===== src/rtl/mas_pkg.sv =====
// Shared types, codes and widths for the multi alarm scheduler.
package mas_pkg;

    localparam int TIME_W      = 34;
    localparam int TRIG_W      = TIME_W + 1;
    localparam int ID_W        = 16;
    localparam int DELAY_W     = 32;
    localparam int RID_W       = 17;
    localparam int REP_W       = 4;
    localparam int CNT_OUT_W   = 6;
    localparam int MAXEN_W     = 6;
    localparam int CNT_EXT_W   = 9;
    localparam int SLOTS_DEF   = 32;
    localparam int IN_DATA_W   = 88;
    localparam int OUT_DATA_W  = 56;
    localparam int OP_W        = 3;
    localparam int STATUS_W    = 3;
    localparam int CFG_DATA_W  = 64;
    localparam int CFG_ADDR_W  = 5;

    localparam logic [MAXEN_W-1:0] MAX_EN_RST    = 6'd20;
    localparam logic [REP_W-1:0]   REP_LIMIT_RST = 4'd10;
    localparam logic [TIME_W-1:0]  SYNC_RST      = 34'd1734480000;
    localparam logic [REP_W-1:0]   REP_SAT       = 4'd15;

    localparam logic [1:0] REG_MAX_EN    = 2'd0;
    localparam logic [1:0] REG_REP_LIMIT = 2'd1;
    localparam logic [1:0] REG_SYNC      = 2'd2;

    localparam logic [OP_W-1:0] OP_TICK    = 3'd0;
    localparam logic [OP_W-1:0] OP_SET     = 3'd1;
    localparam logic [OP_W-1:0] OP_CANCEL  = 3'd2;
    localparam logic [OP_W-1:0] OP_DISMISS = 3'd3;
    localparam logic [OP_W-1:0] OP_REPEAT  = 3'd4;
    localparam logic [OP_W-1:0] OP_LED     = 3'd5;

    localparam logic [STATUS_W-1:0] ST_OK       = 3'd0;
    localparam logic [STATUS_W-1:0] ST_TOO_MANY = 3'd1;
    localparam logic [STATUS_W-1:0] ST_BAD_SEC  = 3'd2;
    localparam logic [STATUS_W-1:0] ST_NO_ID    = 3'd3;
    localparam logic [STATUS_W-1:0] ST_IGNORED  = 3'd4;

    typedef enum logic [2:0] {
        S_IDLE,
        S_SCAN_A,
        S_EXEC,
        S_SCAN_B,
        S_FINISH
    } t_state;

    typedef struct packed {
        logic capture;
        logic start_scan;
        logic exec;
        logic load_out;
    } t_cmd;

    typedef struct packed {
        logic scan_done;
        logic out_free;
    } t_sts;

endpackage


===== src/rtl/mas_ram.sv =====
// Generic single write port RAM with registered read.
module mas_ram #(
    parameter int WIDTH = 8,
    parameter int DEPTH = 32,
    parameter int AW    = (DEPTH > 1) ? $clog2(DEPTH) : 1
) (
    input  logic             i_clk,
    input  logic             i_we,
    input  logic [AW-1:0]    i_waddr,
    input  logic [WIDTH-1:0] i_wdata,
    input  logic [AW-1:0]    i_raddr,
    output logic [WIDTH-1:0] o_rdata
);
    logic [WIDTH-1:0] r_mem [DEPTH];
    logic [WIDTH-1:0] r_q;

    always_ff @(posedge i_clk) begin
        if (i_we) begin
            r_mem[i_waddr] <= i_wdata;
        end
        r_q <= r_mem[i_raddr];
    end

    assign o_rdata = r_q;
endmodule


===== src/rtl/mas_ctrl.sv =====
// Controller state machine: sequences the two slot scans, the update and the result load of one item.
module mas_ctrl (
    input  logic          i_clk,
    input  logic          i_rst_n,
    input  logic          i_in_valid,
    output logic          o_in_ready,
    input  mas_pkg::t_sts i_sts,
    output mas_pkg::t_cmd o_cmd
);
    import mas_pkg::*;

    t_state r_state, n_state;

    always_ff @(posedge i_clk) begin
        if (!i_rst_n) begin
            r_state <= S_IDLE;
        end else begin
            r_state <= n_state;
        end
    end

    always_comb begin
        n_state = r_state;
        case (r_state)
            S_IDLE:   if (i_in_valid) n_state = S_SCAN_A;
            S_SCAN_A: if (i_sts.scan_done) n_state = S_EXEC;
            S_EXEC:   n_state = S_SCAN_B;
            S_SCAN_B: if (i_sts.scan_done) n_state = S_FINISH;
            S_FINISH: if (i_sts.out_free) n_state = S_IDLE;
            default:  n_state = S_IDLE;
        endcase
    end

    always_comb begin
        o_in_ready = 1'b0;
        o_cmd      = '0;
        case (r_state)
            S_IDLE: begin
                o_in_ready       = i_rst_n;
                o_cmd.capture    = i_rst_n && i_in_valid;
                o_cmd.start_scan = i_rst_n && i_in_valid;
            end
            S_EXEC: begin
                o_cmd.exec       = 1'b1;
                o_cmd.start_scan = 1'b1;
            end
            S_FINISH: o_cmd.load_out = i_sts.out_free;
            default: ;
        endcase
    end

    a_one_item: assert property (@(posedge i_clk) disable iff (!i_rst_n)
        (r_state != S_IDLE) |-> !o_in_ready) else $error("ready while busy");
    a_accept_scan: assert property (@(posedge i_clk) disable iff (!i_rst_n)
        (o_in_ready && i_in_valid) |=> (r_state == S_SCAN_A)) else $error("no scan");
    a_exec_once: assert property (@(posedge i_clk) disable iff (!i_rst_n)
        (r_state == S_EXEC) |=> (r_state == S_SCAN_B)) else $error("exec not single");
endmodule


===== src/rtl/mas_dp.sv =====
// Datapath: slot table, scan accumulators, alarm state and result register.
module mas_dp #(
    parameter int SLOT_COUNT = mas_pkg::SLOTS_DEF
) (
    input  logic                            i_clk,
    input  logic                            i_rst_n,
    input  mas_pkg::t_cmd                   i_cmd,
    output mas_pkg::t_sts                   o_sts,
    input  logic [mas_pkg::OP_W-1:0]        i_op,
    input  logic [mas_pkg::TIME_W-1:0]      i_now,
    input  logic [mas_pkg::DELAY_W-1:0]     i_delay,
    input  logic [mas_pkg::ID_W-1:0]        i_target,
    input  logic [mas_pkg::MAXEN_W-1:0]     i_max_en,
    input  logic [mas_pkg::REP_W-1:0]       i_rep_limit,
    input  logic [mas_pkg::TIME_W-1:0]      i_sync_floor,
    input  logic                            i_out_ready,
    output logic                            o_out_valid,
    output logic [mas_pkg::STATUS_W-1:0]    o_out_user,
    output logic [mas_pkg::OUT_DATA_W-1:0]  o_out_data
);
    import mas_pkg::*;

    localparam int IW = (SLOT_COUNT > 1) ? $clog2(SLOT_COUNT) : 1;
    localparam int CW = $clog2(SLOT_COUNT + 1);
    localparam logic [IW-1:0] LAST = IW'(SLOT_COUNT - 1);
    localparam int MW = TRIG_W + ID_W;

    // latched item
    logic [OP_W-1:0]    r_op;
    logic [TIME_W-1:0]  r_now;
    logic [DELAY_W-1:0] r_delay;
    logic [ID_W-1:0]    r_target;

    // scan control
    logic [IW-1:0] r_idx, r_rd_idx;
    logic          r_issue, r_rd_vld, r_pass_b;

    // table and alarm state
    logic [SLOT_COUNT-1:0] r_en;
    logic [ID_W-1:0]       r_next_id;
    logic                  r_ringing, r_led;
    logic [RID_W-1:0]      r_ring_id;
    logic [REP_W-1:0]      r_rep;

    // pass A findings
    logic            r_due_f, r_free_f, r_match_f;
    logic [IW-1:0]   r_due_idx, r_free_idx, r_match_idx;
    logic [ID_W-1:0] r_due_id;
    logic [CW-1:0]   r_cnt_a, r_cnt_en, r_cnt_up;

    // per-item result
    logic [STATUS_W-1:0] r_status;
    logic [ID_W-1:0]     r_rid;
    logic                r_fired, r_sound;

    logic                r_out_valid;
    logic [STATUS_W-1:0] r_out_user;
    logic [OUT_DATA_W-1:0] r_out_data;

    logic              ram_we;
    logic [IW-1:0]     ram_waddr;
    logic [MW-1:0]     ram_wdata, ram_q;
    logic [TRIG_W-1:0] q_trig;
    logic [ID_W-1:0]   q_id;
    logic              q_en, unsynced;
    logic [TRIG_W-1:0] new_trig;
    logic [TIME_W-1:0] set_base;
    logic [REP_W-1:0]  rep_inc;

    assign q_trig   = ram_q[MW-1 -: TRIG_W];
    assign q_id     = ram_q[ID_W-1:0];
    assign q_en     = r_en[r_rd_idx];
    assign unsynced = r_now < i_sync_floor;
    assign set_base = unsynced ? '0 : r_now;
    assign new_trig = {1'b0, set_base} + TRIG_W'(r_delay);
    assign rep_inc  = (r_rep < REP_SAT) ? r_rep + 1'b1 : r_rep;

    assign o_sts.scan_done = r_rd_vld && (r_rd_idx == LAST);
    assign o_sts.out_free  = !r_out_valid || i_out_ready;

    // write a new alarm only on a successful set
    always_comb begin
        ram_we    = 1'b0;
        ram_waddr = r_free_idx;
        ram_wdata = {new_trig, r_next_id};
        if (i_cmd.exec && r_op == OP_SET
            && (CNT_EXT_W'(r_cnt_a) < CNT_EXT_W'(i_max_en)) && r_free_f
            && r_delay != '0 && !r_delay[DELAY_W-1]) begin
            ram_we = 1'b1;
        end
    end

    mas_ram #(.WIDTH(MW), .DEPTH(SLOT_COUNT), .AW(IW)) u_slots (
        .i_clk   (i_clk),
        .i_we    (ram_we),
        .i_waddr (ram_waddr),
        .i_wdata (ram_wdata),
        .i_raddr (r_idx),
        .o_rdata (ram_q)
    );

    always_ff @(posedge i_clk) begin
        if (i_cmd.capture) begin
            r_op     <= i_op;
            r_now    <= i_now;
            r_delay  <= i_delay;
            r_target <= i_target;
        end
    end

    // scan sequencing and accumulation
    always_ff @(posedge i_clk) begin
        if (!i_rst_n) begin
            r_issue  <= 1'b0;
            r_rd_vld <= 1'b0;
            r_idx    <= '0;
            r_rd_idx <= '0;
            r_pass_b <= 1'b0;
        end else begin
            r_rd_vld <= r_issue;
            r_rd_idx <= r_idx;
            if (i_cmd.start_scan) begin
                r_idx    <= '0;
                r_issue  <= 1'b1;
                r_pass_b <= i_cmd.exec;
            end else if (r_issue) begin
                if (r_idx == LAST) begin
                    r_issue <= 1'b0;
                end else begin
                    r_idx <= r_idx + 1'b1;
                end
            end
        end
    end

    always_ff @(posedge i_clk) begin
        if (i_cmd.start_scan) begin
            r_cnt_en <= '0;
            r_cnt_up <= '0;
            if (!i_cmd.exec) begin
                r_due_f   <= 1'b0;
                r_free_f  <= 1'b0;
                r_match_f <= 1'b0;
                r_cnt_a   <= '0;
            end
        end else if (r_rd_vld) begin
            if (r_pass_b) begin
                if (q_en) begin
                    r_cnt_en <= r_cnt_en + 1'b1;
                    if (q_trig > {1'b0, r_now}) r_cnt_up <= r_cnt_up + 1'b1;
                end
            end else begin
                if (q_en) r_cnt_a <= r_cnt_a + 1'b1;
                if (q_en && !r_due_f && {1'b0, r_now} >= q_trig) begin
                    r_due_f   <= 1'b1;
                    r_due_idx <= r_rd_idx;
                    r_due_id  <= q_id;
                end
                if (!q_en && !r_free_f) begin
                    r_free_f   <= 1'b1;
                    r_free_idx <= r_rd_idx;
                end
                if (q_en && !r_match_f && q_id == r_target) begin
                    r_match_f   <= 1'b1;
                    r_match_idx <= r_rd_idx;
                end
            end
        end
    end

    // apply the operation
    always_ff @(posedge i_clk) begin
        if (!i_rst_n) begin
            r_en      <= '0;
            r_next_id <= ID_W'(1);
            r_ringing <= 1'b0;
            r_ring_id <= '1;
            r_rep     <= '0;
            r_led     <= 1'b0;
        end else if (i_cmd.exec) begin
            r_status <= ST_OK;
            r_rid    <= '0;
            r_fired  <= 1'b0;
            r_sound  <= 1'b0;
            case (r_op)
                OP_TICK: begin
                    if (r_ringing || unsynced) begin
                        r_status <= ST_IGNORED;
                    end else if (r_due_f) begin
                        r_ringing          <= 1'b1;
                        r_ring_id          <= {1'b0, r_due_id};
                        r_rep              <= '0;
                        r_led              <= 1'b1;
                        r_en[r_due_idx]    <= 1'b0;
                        r_fired            <= 1'b1;
                        r_sound            <= 1'b1;
                        r_rid              <= r_due_id;
                    end
                end
                OP_SET: begin
                    if (CNT_EXT_W'(r_cnt_a) >= CNT_EXT_W'(i_max_en) || !r_free_f) begin
                        r_status <= ST_TOO_MANY;
                    end else begin
                        r_next_id <= r_next_id + 1'b1;
                        if (r_delay == '0 || r_delay[DELAY_W-1]) begin
                            r_status <= ST_BAD_SEC;
                        end else begin
                            r_en[r_free_idx] <= 1'b1;
                            r_rid            <= r_next_id;
                        end
                    end
                end
                OP_CANCEL: begin
                    if (r_match_f) r_en[r_match_idx] <= 1'b0;
                    else r_status <= ST_NO_ID;
                end
                OP_DISMISS: begin
                    if (r_ringing) begin
                        r_ringing <= 1'b0;
                        r_ring_id <= '1;
                    end else begin
                        r_status <= ST_IGNORED;
                    end
                end
                OP_REPEAT: begin
                    if (!r_ringing) begin
                        r_status <= ST_IGNORED;
                    end else begin
                        r_rep <= rep_inc;
                        if (rep_inc >= i_rep_limit) begin
                            r_ringing <= 1'b0;
                            r_ring_id <= '1;
                        end else begin
                            r_sound <= 1'b1;
                        end
                    end
                end
                OP_LED: begin
                    if (r_ringing) r_led <= !r_led;
                    else r_status <= ST_IGNORED;
                end
                default: r_status <= ST_IGNORED;
            endcase
        end
    end

    // result beat register
    always_ff @(posedge i_clk) begin
        if (!i_rst_n) begin
            r_out_valid <= 1'b0;
        end else if (i_cmd.load_out) begin
            r_out_valid <= 1'b1;
        end else if (i_out_ready) begin
            r_out_valid <= 1'b0;
        end
        if (i_cmd.load_out) begin
            r_out_user <= r_status;
            r_out_data <= {2'b00,
                           CNT_OUT_W'(r_cnt_up),
                           CNT_OUT_W'(r_cnt_en),
                           r_ringing ? r_rep : {REP_W{1'b0}},
                           r_ring_id,
                           r_ringing,
                           r_ringing & r_led,
                           r_sound,
                           r_ringing,
                           r_fired,
                           r_rid};
        end
    end

    assign o_out_valid = r_out_valid;
    assign o_out_user  = r_out_user;
    assign o_out_data  = r_out_data;

    a_idle_id: assert property (@(posedge i_clk) disable iff (!i_rst_n)
        !r_ringing |-> (r_ring_id == {RID_W{1'b1}})) else $error("stale ringing id");
    a_ring_id: assert property (@(posedge i_clk) disable iff (!i_rst_n)
        r_ringing |-> !r_ring_id[RID_W-1]) else $error("ringing without id");
endmodule


===== src/rtl/multi_alarm_scheduler.sv =====
// Top level of the multi alarm scheduler: ports, config registers, controller and datapath.
//
// Usage: commands enter as beats on the s_axis channel (tuser = operation, tdata = now_time,
// delay_seconds, target_id) and each produces exactly one result beat on m_axis
// (tuser = status, tdata = result id, flags, ringing id, repeat count, slot counts).
// Configuration (max_enabled, repeat_limit, sync_floor) is written through the APB port
// at byte addresses 0, 8 and 16; the user must write it only while no command is in
// flight, as the block itself does not enforce this; reads return the values. Each command
// makes two passes over the slot table, one slot read per cycle from the slot RAM: a search
// pass (due slot, free slot, id match, enabled count) and, after the update cycle, a count
// pass (enabled and upcoming slots). One command is in work at a time: a new command is not
// accepted before the current one has loaded its result register.
// Reset clears all enables, the ringing state and the result valid flag, sets the next id
// to one and loads the config defaults; s_axis_tready stays low while reset is held.
// The result sits in an output register; if the receiver stalls it holds there, the next
// command can be accepted and is finished up to its result, which then waits until the
// earlier beat is taken.
module multi_alarm_scheduler #(
    parameter int SLOT_COUNT = mas_pkg::SLOTS_DEF
) (
    input  logic                               i_clk,
    input  logic                               i_rst_n,
    // slave stream
    input  logic                               s_axis_tvalid,
    output logic                               s_axis_tready,
    // [2:0] operation
    input  logic [mas_pkg::OP_W-1:0]           s_axis_tuser,
    // [33:0] now_time, [65:34] delay_seconds, [81:66] target_id, [87:82] zero
    input  logic [mas_pkg::IN_DATA_W-1:0]      s_axis_tdata,
    // master stream
    output logic                               m_axis_tvalid,
    input  logic                               m_axis_tready,
    // [2:0] status
    output logic [mas_pkg::STATUS_W-1:0]       m_axis_tuser,
    // [15:0] result_id, [16] fired, [17] motor_on, [18] sound_request, [19] led_phase,
    // [20] ringing, [37:21] ringing_id, [41:38] repeats_done, [47:42] enabled slots,
    // [53:48] upcoming slots, [55:54] zero
    output logic [mas_pkg::OUT_DATA_W-1:0]     m_axis_tdata,
    // configuration
    input  logic                               psel,
    input  logic                               penable,
    input  logic                               pwrite,
    input  logic [mas_pkg::CFG_ADDR_W-1:0]     paddr,
    input  logic [mas_pkg::CFG_DATA_W-1:0]     pwdata,
    output logic [mas_pkg::CFG_DATA_W-1:0]     prdata,
    output logic                               pready
);
    import mas_pkg::*;

    t_cmd cmd;
    t_sts sts;

    logic [MAXEN_W-1:0] r_max_en;
    logic [REP_W-1:0]   r_rep_limit;
    logic [TIME_W-1:0]  r_sync_floor;
    logic [1:0]         reg_sel;
    logic               cfg_wr;

    assign pready  = 1'b1;
    assign reg_sel = paddr[4:3];
    assign cfg_wr  = psel && penable && pwrite && pready;

    // config registers, written on the access cycle
    always_ff @(posedge i_clk) begin
        if (!i_rst_n) begin
            r_max_en     <= MAX_EN_RST;
            r_rep_limit  <= REP_LIMIT_RST;
            r_sync_floor <= SYNC_RST;
        end else if (cfg_wr) begin
            case (reg_sel)
                REG_MAX_EN:    r_max_en     <= pwdata[MAXEN_W-1:0];
                REG_REP_LIMIT: r_rep_limit  <= pwdata[REP_W-1:0];
                REG_SYNC:      r_sync_floor <= pwdata[TIME_W-1:0];
                default: ;
            endcase
        end
    end

    always_comb begin
        case (reg_sel)
            REG_MAX_EN:    prdata = CFG_DATA_W'(r_max_en);
            REG_REP_LIMIT: prdata = CFG_DATA_W'(r_rep_limit);
            REG_SYNC:      prdata = CFG_DATA_W'(r_sync_floor);
            default:       prdata = '0;
        endcase
    end

    mas_ctrl u_ctrl (
        .i_clk      (i_clk),
        .i_rst_n    (i_rst_n),
        .i_in_valid (s_axis_tvalid),
        .o_in_ready (s_axis_tready),
        .i_sts      (sts),
        .o_cmd      (cmd)
    );

    mas_dp #(.SLOT_COUNT(SLOT_COUNT)) u_dp (
        .i_clk        (i_clk),
        .i_rst_n      (i_rst_n),
        .i_cmd        (cmd),
        .o_sts        (sts),
        .i_op         (s_axis_tuser),
        .i_now        (s_axis_tdata[TIME_W-1:0]),
        .i_delay      (s_axis_tdata[TIME_W+DELAY_W-1:TIME_W]),
        .i_target     (s_axis_tdata[TIME_W+DELAY_W+ID_W-1:TIME_W+DELAY_W]),
        .i_max_en     (r_max_en),
        .i_rep_limit  (r_rep_limit),
        .i_sync_floor (r_sync_floor),
        .i_out_ready  (m_axis_tready),
        .o_out_valid  (m_axis_tvalid),
        .o_out_user   (m_axis_tuser),
        .o_out_data   (m_axis_tdata)
    );
endmodule

===== config.mk =====
export PLATFORM = sky130hd
export DESIGN_NAME = multi_alarm_scheduler
export DESIGN_NICKNAME = d
export VERILOG_FILES = /design/src/rtl/mas_pkg.sv /design/src/rtl/mas_ram.sv /design/src/rtl/mas_ctrl.sv /design/src/rtl/mas_dp.sv /design/src/rtl/multi_alarm_scheduler.sv
export SDC_FILE = /design/constraint.sdc
export NUM_CORES = 2
export LEC_CHECK = 0
export BUFFER_PORTS_ARGS = -buffer_cell sky130_fd_sc_hd__buf_2
export CAP_MARGIN = 20
export CORE_MARGIN = 2
export CORE_UTILIZATION = 35
export DETAILED_ROUTE_END_ITERATION = 7
export PLACE_DENSITY = 0.55
export RECOVER_POWER = 50
export REMOVE_ABC_BUFFERS = 1
export SYNTH_ARGS = -nofsm -noshare
export SYNTH_HDL_FRONTEND = slang
export SYNTH_SLANG_ARGS = --single-unit

===== constraint.sdc =====
create_clock -name i_clk -period 7.7 [get_ports i_clk]
set_clock_uncertainty 0.05 [all_clocks]
set_input_delay 0.77 -clock i_clk [delete_from_list [all_inputs] [get_ports i_clk]]
set_output_delay 0.77 -clock i_clk [all_outputs]
set_load 0.02 [all_outputs]

==> run metrics <==
Final Hold Viols=0; DR pass1 iterations=6; First DRT Iteration DRCs=4,899; power per cell area=251.1 nW/um^2; Post-Route Utilization=40.85%; Hold Crit Start=s_axis_tdata[20]; Final ANT Viol Nets=0; Reg2Reg Depth=20; number of global-route vias before repair=42.17k; HPWL Detailed=126.6 mm; TritonCTS Buffers=206; endpoint class of the critical path=flip-flop; post-synthesis cell area=80,680 sq um; R2R Path End=u_dp.u_slots.r_mem[7][48]$_DFFE_PP_; worst IR drop on VDD=225.6 uV; layout cell share with drive strength beyond 1=26.56%; DIE HEIGHT=484.1 um; Layout area overhead=16.28%; placed insts=7,254; Rows=176; worst r2r src=u_dp.r_now[25]$_DFFE_PP_; class of the worst hold path=input pin to flip-flop; Final setup viols=0; Starting Density=35.13%; Die Wd=484.1 um; share of the synthesized area in the top cell type=68.26%; PortBufs=220; H-tree depth=4; nets=4,801; FMAX=142.7 MHz; total gr overflow=0; final hold slack=0.06046 ns; # IOs=293; Root Buffer=clkbuf_16; crit start category=flip-flop; largest net degree at the start of global routing=128; setup repair after global routing missed its margin=no; hold endpoint=u_dp.r_now[20]$_DFFE_PP_; number of synthesized flops with an enable pin=1,834; Synth Flop Type=edfxtp_1; initial antenna violation count=14; DRT Wirelength=228.0 mm; syn_area_per_cell=19.81 sq um; Synth Register Bits=2,029; Netlist cell types=65; final slew viol count=1,551; clk buf depth=3; arrival time worst endpoint=7.60 ns; outcome=finished with violations; Crit Path Category=flip-flop to flip-flop; first-pass GRT wire length=320.0 mm; Req. time, crit path=8.30 ns; clk_lat worst skew=0.88 ns; non-filler cells, final=7,731; post-DR vias/cell=5.430; die area=234,400 sq um; core area=229,700 sq um; TritonCTS clock tree=done; pre-CTS setup slack=0.6756 ns; Slew Limit Headroom=-153.2%; Max FO, Critical Path=32; post_cts resized=0; Synth Warn #=0; top cells by area, synth=edfxtp_1 (68%), mux4_2 (15%), dfxtp_1 (4.8%); GRT Resource Usage Total=19.15%; DRC=0; failing checks=max-capacitance violations, max-slew violations; hold path cells=1; Worst-Margin Slew=3.798 ns; clock sink count=2,029; area leader, netlist=edfxtp_1; total power draw=23.56 mW; Vias=41.98k; share of flip-flops with an asynchronous set or reset=0%; reg2reg setup slack=0.69 ns; Tcrit/Tclk final=90.98%; setup ws final=0.6945 ns; hold-fix buffers at CTS=63; leak pwr=30.32 nW; Syn Inst Count=4,073; global placement routability congestion=0.8033; number of setup buffers added after CTS=0; fin crit period=7.006 ns; Clock transition at path regs=0.06 ns; Max Cap Violations=47; post-synthesis sequential area ratio=73.10%; wire length per cell=29.49 um
## layout make-up
class                           count  area (sq um)
Clock inverter                    126          1463
Inverter                           96         362.8
Multi-Input combinational cell   1756         20820
Sequential cell                  2029         58990
Timing Repair Buffer              428          2841
Antenna cell                        6         15.01
Fill cell                       20300        135900
Clock buffer                      264          5543
Tap cell                         3026          3786
## worst max-delay path: stages, from the launching register on
cell and delay [ns]:
edfxtp_1 0.54, ha_1 0.35, nand4_1 0.15, nor4_1 0.08
clkbuf_1 0.15, nand2_1 0.11, o2111ai_1 0.31, a21oi_1 0.62
nand2_1 0.55, buf_4 0.44, and2_1 0.22, ha_1 0.32
a21o_1 0.19, a21o_1 0.20, a21o_1 0.20, a221o_1 0.36
a21oi_1 0.43, nor2_1 0.20, o41ai_1 0.75, xor2_2 0.22
buf_4 0.31
## worst max-delay path by stage
stage | startpoint | end
after global routing | u_dp.r_now[25]$_DFFE_PP_ | u_dp.u_slots.r_mem[7][48]$_DFFE_PP_
final | u_dp.r_now[25]$_DFFE_PP_ | u_dp.u_slots.r_mem[7][48]$_DFFE_PP_
after CTS | u_dp.r_now[33]$_DFFE_PP_ | u_dp.u_slots.r_mem[11][39]$_DFFE_PP_
after floorplan | u_dp.r_idx[0]$_SDFFE_PP0P_ | u_dp.r_idx[0]$_SDFFE_PP0P_
after detailed placement | u_dp.r_now[33]$_DFFE_PP_ | u_dp.u_slots.r_mem[13][39]$_DFFE_PP_
after global placement | u_dp.r_now[33]$_DFFE_PP_ | u_dp.u_slots.r_mem[14][39]$_DFFE_PP_
## placed cells by master (no fill, tap or decap), types with 39 or more instances in the layout
master and count:
edfxtp_1 1834, mux4_2 520, clkbuf_16 208, dfxtp_1 192
clkbuf_1 177, nand2_1 147, buf_2 127, nor2_1 117
ha_1 116, inv_1 95, dlygate4sd3_1 64, o221a_2 61
buf_4 60, a21oi_1 58, mux2_2 57, and2_1 55
o21ai_0 40, a21o_1 39
## routing by layer
metal | GRT usage, % | vias to the layer above | share of wire, %
met2 | 31.68 | 1454 | 49
li1 | - | 17490 | -
met4 | 4.575 | 2 | 2.5
met5 | 0 | - | 0.0057
met3 | 2.779 | 271 | 5.9
met1 | 26.73 | 22770 | 43
## where the power goes
group	internal [mW]	switching, mW	total (mW)
clock	5.87	4.35	10.2
combinational	0.431	0.658	1.09
sequential	12.2	0.0529	12.2
## cells in the mapped netlist (4+ instances only)
cell type and n:
o31ai_1 4, and2_1 88, nor3b_1 4, nor2_1 135, nor2b_1 26, a21oi_1 58
a31oi_1 5, dfxtp_1 195, or3b_2 4, o2111ai_1 5, inv_1 96, a21o_1 39
o21ai_0 40, a211oi_1 37, nand3_1 30, o211ai_1 16, mux2i_1 21, buf_1 39
nor4_1 16, mux4_2 520, xnor2_1 34, ha_1 116, clkbuf_1 140, edfxtp_1 1834
o21a_1 7, nand2b_1 11, or3_1 14, nor3_1 22, xor2_1 38, buf_4 35
nand3b_1 14, o21bai_1 5, o221a_2 61, and3_1 20, a21boi_0 29, mux2_2 69
nand4_1 29, or2_2 7, nand2_1 147, buf_2 8, a22o_1 16
## cell families (layout without fill, tap and decap cells)
group | count (synthesis) | count (layout) | share of synthesized area, %
compound gates | 345 | 345 | 3.252
xor+xnor | 72 | 72 | 0.7816
fa+ha+maj | 117 | 117 | 1.824
buf+inv | 319 | 914 | 1.669
flops | 2029 | 2029 | 73.10
mux | 610 | 610 | 15.74
other cells | 2 | 39 | 0.009308
simple gates | 579 | 579 | 3.626
## per-stage QoR
step | instance area [sq um] | TNS [ns]
after CTS | 94180 | 0
final | 93820 | 0
after floorplan | 79810 | -609.91
after global routing | 93810 | 0
after global placement | 86430 | 0
after detailed placement | 86540 | 0
## flip-flops by register name (all words and copies together) (netlist names), 17 cells and up
register              cells
u_dp.u_slots.o_rdata     51
u_dp.o_out_data          53
u_dp.u_slots.r_mem     1632
r_sync_floor             34
u_dp.r_now               34
u_dp.r_en                32
u_dp.r_ring_id           17
u_dp.r_delay             32
Note: power is estimated with default switching activity, not from simulation.
